===== src/oahs_pkg.sv =====
`timescale 1ns / 1ps
`default_nettype none
// ----------------------------------------------------------------------------
// oahs_pkg: shared types and constants of the open-address hash set
// Holds the stream field layout, the slot and request codes, and the
// microcode word and status types passed between the sequencer and datapath.
// ----------------------------------------------------------------------------
package oahs_pkg;

  // Default sizes of the slot store.
  localparam int unsigned CAPACITY_DEF = 1024;
  localparam int unsigned KEY_BITS_DEF = 64;

  // Input item layout on the slave stream, lowest bit first.
  localparam int unsigned FUNC_W     = 2;
  localparam int unsigned ITEM_KEY_W = 64;
  localparam int unsigned KEY_HASH_W = 32;
  localparam int unsigned FUNC_LSB   = 0;
  localparam int unsigned KEY_LSB    = FUNC_LSB + FUNC_W;
  localparam int unsigned HASH_LSB   = KEY_LSB + ITEM_KEY_W;
  localparam int unsigned IN_USED_W  = HASH_LSB + KEY_HASH_W;
  localparam int unsigned IN_DATA_W  = ((IN_USED_W + 7) / 8) * 8;

  // Result item layout on the master stream.
  localparam int unsigned OUT_USED_W = 2;
  localparam int unsigned OUT_DATA_W = 8;

  // Request codes.
  typedef enum logic [1:0] {
    FUNC_INSERT = 2'd0,
    FUNC_DELETE = 2'd1,
    FUNC_LOOKUP = 2'd2
  } func_e;

  // Slot marks.
  typedef enum logic [1:0] {
    MARK_EMPTY   = 2'd0,
    MARK_DELETED = 2'd1,
    MARK_LIVE    = 2'd2
  } mark_e;

  // Microcode address.
  typedef logic [2:0] upc_t;

  localparam upc_t UA_CLEAR     = 3'd0;
  localparam upc_t UA_WAIT      = 3'd1;
  localparam upc_t UA_EVAL      = 3'd2;
  localparam upc_t UA_FIN_EMPTY = 3'd3;
  localparam upc_t UA_FIN_HIT   = 3'd4;
  localparam upc_t UA_FIN_EXH   = 3'd5;

  // Datapath action of one microcode word.
  typedef enum logic [2:0] {
    ACT_IDLE,
    ACT_CLEAR,
    ACT_ACCEPT,
    ACT_EVAL,
    ACT_FIN_EMPTY,
    ACT_FIN_HIT,
    ACT_FIN_EXH
  } act_e;

  // Sequencing rule of one microcode word.
  typedef enum logic [2:0] {
    SEQ_JUMP,
    SEQ_WAIT_CLR,
    SEQ_WAIT_IN,
    SEQ_DISPATCH,
    SEQ_WAIT_OUT
  } seq_e;

  // Probe outcome, added to the dispatch base of the evaluate word.
  typedef enum logic [1:0] {
    OUTC_CONT  = 2'd0,
    OUTC_EMPTY = 2'd1,
    OUTC_HIT   = 2'd2,
    OUTC_EXH   = 2'd3
  } outc_e;

  typedef struct packed {
    act_e act;
    seq_e seq;
    upc_t target;
  } uword_t;

  // Conditions the datapath reports to the sequencer.
  typedef struct packed {
    logic  clr_last;
    logic  in_fire;
    logic  out_free;
    outc_e outcome;
  } status_t;

endpackage
`default_nettype wire


===== src/oahs_ctrl.sv =====
`timescale 1ns / 1ps
`default_nettype none
// ----------------------------------------------------------------------------
// oahs_ctrl: microcode sequencer of the hash set
// A small read-only program with a step counter. Each word names one datapath
// action and how the counter moves: wait, jump or multiway dispatch.
// ----------------------------------------------------------------------------
module oahs_ctrl (
  input  logic              clk_i,
  input  logic              rst_ni,
  input  oahs_pkg::status_t status_i,
  output oahs_pkg::uword_t  uword_o
);
  import oahs_pkg::*;

  upc_t   upc_q, upc_d;
  uword_t uw;

  // Control store.
  always_comb begin
    case (upc_q)
      UA_CLEAR:     uw = '{act: ACT_CLEAR,     seq: SEQ_WAIT_CLR, target: UA_WAIT};
      UA_WAIT:      uw = '{act: ACT_ACCEPT,    seq: SEQ_WAIT_IN,  target: UA_EVAL};
      UA_EVAL:      uw = '{act: ACT_EVAL,      seq: SEQ_DISPATCH, target: UA_EVAL};
      UA_FIN_EMPTY: uw = '{act: ACT_FIN_EMPTY, seq: SEQ_WAIT_OUT, target: UA_WAIT};
      UA_FIN_HIT:   uw = '{act: ACT_FIN_HIT,   seq: SEQ_WAIT_OUT, target: UA_WAIT};
      UA_FIN_EXH:   uw = '{act: ACT_FIN_EXH,   seq: SEQ_WAIT_OUT, target: UA_WAIT};
      default:      uw = '{act: ACT_IDLE,      seq: SEQ_JUMP,     target: UA_WAIT};
    endcase
  end

  assign uword_o = uw;

  // Next step address.
  always_comb begin
    case (uw.seq)
      SEQ_WAIT_CLR: upc_d = status_i.clr_last ? upc_q + upc_t'(1) : upc_q;
      SEQ_WAIT_IN:  upc_d = status_i.in_fire ? upc_q + upc_t'(1) : upc_q;
      SEQ_DISPATCH: upc_d = uw.target + upc_t'(status_i.outcome);
      SEQ_WAIT_OUT: upc_d = status_i.out_free ? uw.target : upc_q;
      default:      upc_d = uw.target;
    endcase
  end

  // Step counter.
  always_ff @(posedge clk_i or negedge rst_ni) begin
    if (!rst_ni) begin
      upc_q <= UA_CLEAR;
    end else begin
      upc_q <= upc_d;
    end
  end

endmodule
`default_nettype wire


===== config.mk =====
export PLATFORM = sky130hd
export DESIGN_NAME = oahs_ctrl
export DESIGN_NICKNAME = d
export VERILOG_FILES = /design/src/oahs_pkg.sv /design/src/oahs_ctrl.sv
export SDC_FILE = /design/constraint.sdc
export NUM_CORES = 1
export LEC_CHECK = 0
export BUFFER_PORTS_ARGS = -buffer_cell sky130_fd_sc_hd__buf_2
export CAP_MARGIN = 5
export CORE_MARGIN = 2
export CORE_UTILIZATION = 25
export DETAILED_ROUTE_END_ITERATION = 8
export PLACE_DENSITY = 0.46
export SLEW_MARGIN = 20
export SYNTH_ARGS = -nofsm -noshare
export SYNTH_HDL_FRONTEND = slang
export SYNTH_SLANG_ARGS = --single-unit

===== constraint.sdc =====
create_clock -name clk_i -period 2.9 [get_ports clk_i]
set_input_delay 0.435 -clock clk_i [delete_from_list [all_inputs] [get_ports clk_i]]
set_output_delay 0.435 -clock clk_i [all_outputs]
set_load 0.05 [all_outputs]

Yosys cells after proc, flatten, opt, wreduce, memory -nomap -nowiden:

Index checks and enable logic that the tools add are counted.

* input port bits: 7
* word-level logic and storage cells: 22
* output and inout port bits: 9
* register bits after elaboration: 3

* equal/unequal tests: 12
* reductions and logical operators: 2
* add/subtract/negate cells: 2
* mux-type cells: 5

Operators with widths (count)
* 9-bit one-hot mux with 6 select lines: 1
* 3-bit by 2-bit == test with 1-bit output, second input constant: 4
* 3-bit one-hot mux with 4 select lines: 1
* 3-bit == test, second input constant: 3
* 3-bit 2-to-1 mux: 3
* 3-bit by 1-bit == test with 1-bit output, second input constant: 2
* 2-bit != test, second input constant: 3
* 3-bit by 1-bit adder with 3-bit output, second input constant: 1
* 3-bit by 2-bit adder with 3-bit output: 1
* 3-bit logical NOT: 1
* 3-bit AND reduction: 1

Logic depth before layout (Yosys ltp):

* depth after elaboration: 5
* depth in mapped cells: 11
* depth with buffers taken out: 10

Worst setup path after synthesis:

OpenSTA, ideal clock, no wires.

* path kind: reg2reg
* start point: register upc_q[1]
* end point: register upc_q[1]
* data arrival time: 2.899 ns
* buffers on the path: 0
* setup slack: -0.063 ns
* required time: 2.835 ns
* setup time: 0.065 ns
* period minus slack after synthesis: 2.963 ns
* cell stages (with the launch flop): 11
* cells stage by stage: dfrtp_1 ha_1 ha_1 inv_1 nand3_1 ha_1 inv_1 fa_1 or4_1 o311ai_0 mux2_4

RTL lines
* from (decl): line oahs_ctrl.sv:16 `upc_t upc_q, upc_d;`
* from (signal assigned): line oahs_ctrl.sv:50 `upc_q <= upc_d;`

Final worst setup path:

* start point: register upc_q[1]
* end point: register upc_q[1]

* longest elaborated chain between the ends: 5
* elaborated cells between the ends (all ways): 21
* those cells by class: 2 x add/sub; 12 x eq/ne; 5 x mux; 2 x reduce/logical

Ends and longest elaborated chain
* parallel branches: the longest is 5 deep, another holds 3-bit by 2-bit adder with 3-bit output

Parallel ways; which one is timed is not known. The select of a mux whose other input is x is not followed.
A chain may end at the register's enable or synchronous reset.

==> out/qor.yml <==
clocking:
  cts_tree: "yes"
  cts_max_path_buffers: 2
  clk_pin_slew_ns: 0.04
  numCtsBuffers: 3
  clock_tree.root_cell: "clkbuf_4"
  cts-htree-levels: 1
  cts-resized-gates: 0
  cts.sinks: 3
  worstSkewPairLatency_ns: 0.23
  post-cts-setup-buffers: 0
routing:
  drcViolationCount: 0
  wl_per_cell_microns: 9.39
  ant_nets: 0
  vias: 420
  first_pass_iters: 2
  wirelength_microns: 901
  viasPerCell: 4.38
  drt_iter0_drc: 1
worst_setup_path:
  worst-r2r-cell-count: 10
  critPathBufInv: 3
  worst_setup_path_start_kind: "flop"
  path_cells: "inv_1 -> ha_1 -> inv_1 -> nand3_2 -> ha_1 -> inv_1 -> fa_1 -> or4_1 -> o311ai_0 -> mux2_4"
  r2r_setup_slack_ns: 0.28
  timing.rr.end: "upc_q[1]"
  endpoint: "upc_q[1]"
  cp.required_ns: 3.07
  crit_start: "upc_q[1]"
  rr_startpoint: "upc_q[1]"
  cp_common_cell: "inv_1"
  critPathMaxStageDelay_ns: 0.49
  path_delay_family: "adder cells"
  crit_fanout: 9
  worst_path_max_delay_cell: "dfrtp_1"
  crit_type: "flop to flop"
  cp.arrival_ns: 2.79
  end_kind: "flop"
  crit_cells: 10
sta:
  fin_ws_ns: 0.280
  skew_ns: 0.00158
  finalSetupTns_ns: 0
  setup_viol: 0
  post-route-period-util_pct: 90.4
  hold_viol: 0
  max_freq_ghz: 0.382
  slew_violations: 0
  hold_slack_ns: 0.526
  fin_crit_ns: 2.62
  grt_setup_unrepaired: "no"
logic_synthesis:
  ys_seq_area_share_pct: 16.9
  synth_edf_count: 0
  synth_most_common_cell: "inv_1"
  async_flop_share_pct: 100
  ys_types: 25
  syn_area_sq_um: 445
  synth_nets: 68
  yosys.area.top_type_share_pct: 16.9
  yosysTopAreaCell: "dfrtp_1"
  synth_warnings: 0
  avgSynthCellArea_sq_um: 8.25
  synth_commonest_cells: "inv_1, ha_1, nor2_1, a21oi_1"
  synth_ff_type: "dfrtp_1"
  ys_seq_elements: 3
  ys_top_cells_by_area: "dfrtp_1, ha_1, mux2i_1"
  syn_inst: 54
place:
  place_hpwl_microns: 758
  dp_slack_ns: 0.262
  numPortBuffers: 14
  dp_cells: 91
  place_congestion: 0.687
floorplanning:
  die_area_sq_um: 2140
  core_sq_um: 1710
  start_util_pct: 26.1
  die_x_microns: 46.2
  die_h_microns: 46.2
  rows: 15
  ioPinCount: 16
final_layout:
  regMostFlops: "upc_q"
  antenna_cells_inserted: 0
  largestRegisters: "upc_q: 3 flops"
  largest_reg_flops: 3
  area.growth.synth_to_final_pct: 27.8
  finalNonFillerCells: 96
  post_route_cells_drive_above_1_share_pct: 33.8
  final_nets: 86
min_path:
  min_path_type: "input port to asynchronous set/reset pin"
outcome:
  status: "finished clean"
global_route:
  grt_overflow: 0
  grtUsageTotal_pct: 10.2
  grt_pass1_wl_microns: 1550
  antenna_found_initial: 0
  first_global_vias: 392
  grt_max_degree: 10
job:
  max-cap-violations: 0
==> how the worst min path moves through the flow <==
stage,startpoint,end,slack (ns),cells after the start
floorplan,rst_ni,upc_q[0],0.14,0
global placement,rst_ni,upc_q[2],0.23,1
detailed placement,rst_ni,upc_q[2],0.23,1
CTS,rst_ni,upc_q[1],0.52,2
global route,rst_ni,upc_q[1],0.54,2
finish,rst_ni,upc_q[0],0.53,2
==> cell usage in the layout, fill, tap and decap left out, types with 2 or more instances in the layout <==
cell	count
nor2_1	6
buf_4	2
ha_1	6
dfrtp_1	3
a21oi_1	4
a21o_1	2
clkbuf_4	3
buf_2	14
mux2i_1	3
nor3b_1	2
inv_1	8
nor3_1	2
==> per-layer routing <==
metal / global-route usage (%) / vias up / wire length [microns]
li1: - / 216 / -
met1: 11.0 / 193 / 394
met3: 5.88 / 0 / 58
met5: 0 / - / 0
met4: 0 / 0 / 0
met2: 18.3 / 11 / 448
==> worst reg2reg max path: stages (launching register included) <==
cell	delay (ns)
dfrtp_1	0.49
inv_1	0.15
ha_1	0.26
inv_1	0.12
nand3_2	0.09
ha_1	0.19
inv_1	0.06
fa_1	0.39
or4_1	0.47
o311ai_0	0.12
mux2_4	0.21
==> what timing repair did <==
action,4_1_cts,5_1_grt
setup endpoints to repair,0,0
hold buffers,1,0
endpoints found under the hold margin,3,0
==> per-stage QoR <==
step	util, %	cell area, sq um
after floorplan	-	450
after global placement	31.2	533
after detailed placement	31.2	533
after CTS	33.3	569
after global routing	33.3	569
final	33.3	569
==> cell families after synthesis <==
kind of cell             after synthesis  share of synthesized area [%]
buffers and inverters                 14                           17.1
AO/OA/AOI/OAI                         11                           18.0
flip-flops                             3                           16.9
adder cells (fa/ha/maj)                7                           21.3
multiplexers                           4                           10.1
AND/OR/NAND/NOR                       14                           15.7
other                                  1                          0.842
==> layout make-up <==
cell class,count,area (sq um)
timing repair buffer,17,95.1
tap,25,31.3
clock buffer,4,26.3
fill,192,1140
inverter,10,42.5
multi-input combinational,37,299
sequential,3,75.1
Power is left out: the tool's default activity adds up to more than one toggle a clock period on the data nets, which glitch-free logic cannot reach.
